### src/hdl/gdfs_ram.sv
// Generic simple dual-port RAM: one write port, one read port, registered read.
// No dependencies.
module gdfs_ram #(
    parameter int DEPTH = 64,
    parameter int WIDTH = 8
) (
    input  logic                     i_clk,
    input  logic                     i_we,
    input  logic [$clog2(DEPTH)-1:0] i_waddr,
    input  logic [WIDTH-1:0]         i_wdata,
    input  logic [$clog2(DEPTH)-1:0] i_raddr,
    output logic [WIDTH-1:0]         o_rdata
);
    logic [WIDTH-1:0] r_mem [DEPTH];

    always_ff @(posedge i_clk) begin
        if (i_we) begin
            r_mem[i_waddr] <= i_wdata;
        end
        o_rdata <= r_mem[i_raddr];
    end
endmodule
### config.mk
export PLATFORM = sky130hd
export DESIGN_NAME = gdfs_ram
export DESIGN_NICKNAME = d
export VERILOG_FILES = /design/src/hdl/gdfs_ram.sv
export SDC_FILE = /design/constraint.sdc
export NUM_CORES = 1
export LEC_CHECK = 0
export BUFFER_PORTS_ARGS = -buffer_cell sky130_fd_sc_hd__buf_2
export CAP_MARGIN = 20
export CORE_UTILIZATION = 54
export CTS_CLUSTER_SIZE = 40
export DETAILED_ROUTE_END_ITERATION = 16
export GPL_ROUTABILITY_DRIVEN = 0
export HOLD_SLACK_MARGIN = 0.1
export PLACE_DENSITY_LB_ADDON = 0.08
export SLEW_MARGIN = 20
export SYNTH_ARGS = -nofsm -noshare
export SYNTH_HDL_FRONTEND = slang
export SYNTH_SLANG_ARGS = --single-unit
### constraint.sdc
create_clock -name i_clk -period 3.1 [get_ports i_clk]
set_input_delay 0.155 -clock i_clk [delete_from_list [all_inputs] [get_ports i_clk]]
set_output_delay 0.155 -clock i_clk [all_outputs]
set_load 0.01 [all_outputs]
Yosys cells after proc, flatten, opt, wreduce, memory -nomap -nowiden --
Memory sizes are Yosys's and may differ from the RTL's. A register that Yosys moved wholly into a read port is not among the register bits. Index checks and enable logic that the tools add are counted.
Storage, ports and cells: RAM bits 512, bits of input ports 22, output and inout bits 8, flip-flop bits (word level) 0, logic and storage cells 3, latch bits 0, memories 1, bits in read-only memories 0
Operators by class: shift-type cells 0, equality and inequality tests 0, bitwise logic cells 0, $lt $le $gt $ge 0, reduce and logical (&&, ||, !) cells 0, multiply operators 0, $add $sub $neg 0, mux-type cells 2, divide/modulo/power cells 0
Memories:
- r_mem | words 64, width 8, read ports 1, clocked after Yosys merged registers in 1, write ports 1, line 14 | logic [WIDTH-1:0] r_mem [DEPTH];
Operators with widths (number):
- $mux 1 | 2

Logic depth before layout (Yosys ltp) --
depth in word-level cells 2, mapped depth 9, mapped depth without buffers 5

Worst setup path before layout --
No wires, ideal clock.
path type input port to flip-flop, start point in i_raddr[1], end point reg o_rdata[3] (read register of r_mem), required time 2.972 ns, cell stages on the path 7, setup time 0.128 ns, path buffers 3, data arrival time 1.695 ns, path slack 1.277 ns, cell sequence buf_4 buf_2 buf_2 mux4_2 mux4_2 o21ai_1 o41ai_1
RTL lines:
- start, declared | line 11 | input logic [$clog2(DEPTH)-1:0] i_raddr,
- end, declared | line 12 | output logic [WIDTH-1:0] o_rdata

==> impl_metrics.ini <==
[timing]
setup_tns_ns = 0
finalCritPeriodShare = 0.693
rsz0062_at_grt = false
timing.final.ws_setup_ns = 0.950
worst_pin_slew_ns = 1.01
setup_viol = 0
hold_viol = 0
clock_skew_ns = 0.0244
slew_headroom = 0.330
fmax_mhz = 465
holdWs_ns = 0.128
maxSlewViolCount = 0
fin_crit_ns = 2.15

[detailed_routing]
wl_mm = 45.0
ant_nets = 0
drtPass1Iterations = 5
wl_per_cell_um = 29.2
first_iter_violations = 974
route.detailed.drc = 0
viasPerCell = 6.27
vias = 9657

[synth]
ys.flop_type = edfxtp_1
synth_seq_cells = 520
yosysWarningCount = 0
synth_edf_count = 512
synth_cell_types = 40
synth_area_per_cell_um2 = 21.5
ys_seq_area_frac = 0.770
async_reset_ff_frac = 0
yosys.area.top_type = edfxtp_1
synth_fp_nets = 962
synth_top_cell_area_share = 0.762
synth_area_leaders = edfxtp_1, mux4_2, nor2_1, mux2i_1, dfxtp_1
netlist_instances = 940
synthesis.area_um2 = 20200

[setup_path]
startpoint_type = primary input
cp.arrival_ns = 2.60
cp-end-kind = flip-flop
path_class = primary input to flip-flop
cp.required_ns = 3.55
crit_fanout = 51
reg2reg_slack_ns = 0.97

[die]
die_h_um = 195
core_um2 = 36700
start_util = 0.550
dieWidth_um = 195
rows = 70
io_pins = 30
die_area_um2 = 38100

[power]
switchingPower_uw = 2970
p_per_area_nw_per_um2 = 637
power_leakage_uw = 0.00718
switching_share = 0.205
p_comb_frac = 0.050
clockPowerShare = 0.410
power_frac_seq = 0.540
irDropWorstVdd_mv = 0.520
p_total_uw = 14500
intPower_uw = 11500

[clock_tree]
cts_max_path_buffers = 3
clkTransAtPathRegs_ns = 0.06
cts-root-buf = clkbuf_16
clock_sinks = 520
cts_tree = yes
postCtsSetupBuffers = 0
cts_htree_levels = 2
numCtsBuffers = 51
insertion_delay_ns = 0.59

[run]
cap_violations = 0

[global_route]
grt_pass1_vias = 9932
use_met1 = 0.344
grt_util_met2 = 0.408
grt_start_max_net_pins = 65
grt_pass1_wl_mm = 66.8
antenna_found_initial = 1
gr-usage-all-layers = 0.246
overflow = 0
busiest_layer = met2
met3_usage = 0.0373

[run_status]
outcome = completed

[final_layout]
final_core_utilization = 0.618
num-nets-final = 1052
drive_above_1_share = 0.280
area_growth_pct = 12.5

[min_path]
hp-class = primary input to flip-flop

[placement]
post-dp-hpwl_mm = 27.9
port-buffer-count = 29
place_ws_ns = 0.244
-- Yosys cell counts, types with 2 or more instances --
master / instances
o32ai_1: 2
o221a_2: 2
a2111oi_0: 2
o221ai_1: 8
o2bb2ai_1: 3
o2111ai_1: 3
buf_4: 13
a22oi_1: 3
a211oi_1: 4
nor4_1: 2
buf_6: 4
edfxtp_1: 512
a21oi_1: 3
nand2b_1: 7
nand3_1: 13
a221oi_1: 6
buf_1: 4
clkbuf_1: 17
mux4_2: 126
o21ai_0: 2
dfxtp_1: 8
mux2i_1: 23
nor3_1: 7
o22ai_1: 8
buf_12: 2
nor2b_1: 14
mux2_2: 13
nand3b_1: 3
nor2_1: 83
o41ai_1: 2
nand4_1: 2
o21ai_1: 2
o21a_1: 2
buf_2: 11
nand2_1: 19
-- worst max-delay path: stages --
cell and delay, ns:
clkbuf_8 0.43, buf_4 0.27, mux4_2 0.51, nor2b_1 0.17
a2111oi_0 0.81, o41ai_1 0.16
-- cells by family after synthesis --
kind of cell | count (synthesis) | share of synthesized area
AO/OA/AOI/OAI | 54 | 0.0207
buffers and inverters | 51 | 0.0157
flip-flops | 520 | 0.770
multiplexers | 162 | 0.159
AND/OR/NAND/NOR | 153 | 0.0339
-- final cells by class --
| type | count | area (um2) |
|---|---|---|
| Timing Repair Buffer | 88 | 647 |
| Clock inverter | 32 | 283 |
| Antenna cell | 1 | 2.50 |
| Tap cell | 468 | 586 |
| Fill cell | 2523 | 14000 |
| Sequential cell | 520 | 15500 |
| Multi-Input combinational cell | 369 | 4320 |
| Clock buffer | 61 | 1310 |
-- placed cells by master (no fill, tap or decap), drive strengths merged, types with 3 or more instances in the layout --
| cell type | n |
|---|---|
| mux4 | 126 |
| a211oi | 4 |
| mux2 | 13 |
| dfxtp | 8 |
| mux2i | 23 |
| o21ai | 4 |
| clkbuf | 62 |
| o22ai | 8 |
| a221oi | 6 |
| bufinv | 5 |
| nor3 | 7 |
| o221ai | 8 |
| inv | 3 |
| nand2b | 7 |
| a21oi | 3 |
| nand3b | 3 |
| buf | 86 |
| nor2b | 14 |
| o2bb2ai | 3 |
| nor2 | 83 |
| clkinv | 24 |
| nand2 | 19 |
| nand3 | 13 |
| edfxtp | 512 |
| a22oi | 3 |
| o2111ai | 3 |
-- power groups by stage --
stage | combinational (uW) | clock (uW) | sequential, uW
after floorplan | 415 | 0 | 7950
after global placement | 713 | 0 | 7960
after detailed placement | 731 | 0 | 7960
after CTS | 734 | 6050 | 7810
after global routing | 772 | 6300 | 7810
final | 723 | 5920 | 7810
-- sequential cells by signal, summed over array words and instances, names as in the netlist --
name and flops:
o_rdata 8, r_mem 512
-- through the flow --
step / cell area [um2] / cells
after floorplan: 20200 / 940
after global placement: 21100 / 1444
after detailed placement: 21100 / 1444
after CTS: 22700 / 1538
after global routing: 22700 / 1538
final: 22700 / 1539
-- repair_timing --
item                                   CTS  global route
hold buffers                             1             0
gates resized for setup                  0             0
endpoints found under the hold margin    7             0
-- final timing paths --
kind | from | to | cells after the start
setup / recovery | i_raddr[0] | o_rdata[3]$_DFF_P_ | 6
hold / removal | i_wdata[7] | r_mem[20][7]$_DFFE_PP_ | 1
setup reg to reg | r_mem[3][3]$_DFFE_PP_ | o_rdata[3]$_DFF_P_ | 4
hold reg to reg | r_mem[27][6]$_DFFE_PP_ | o_rdata[6]$_DFF_P_ | 3
-- routing by layer --
layer,vias up,wire length (um)
li1,4117,-
met1,5132,18400
met2,349,22800
met3,59,2850
met4,0,866
met5,-,0
No activity file was read; power rests on OpenSTA's default activity.
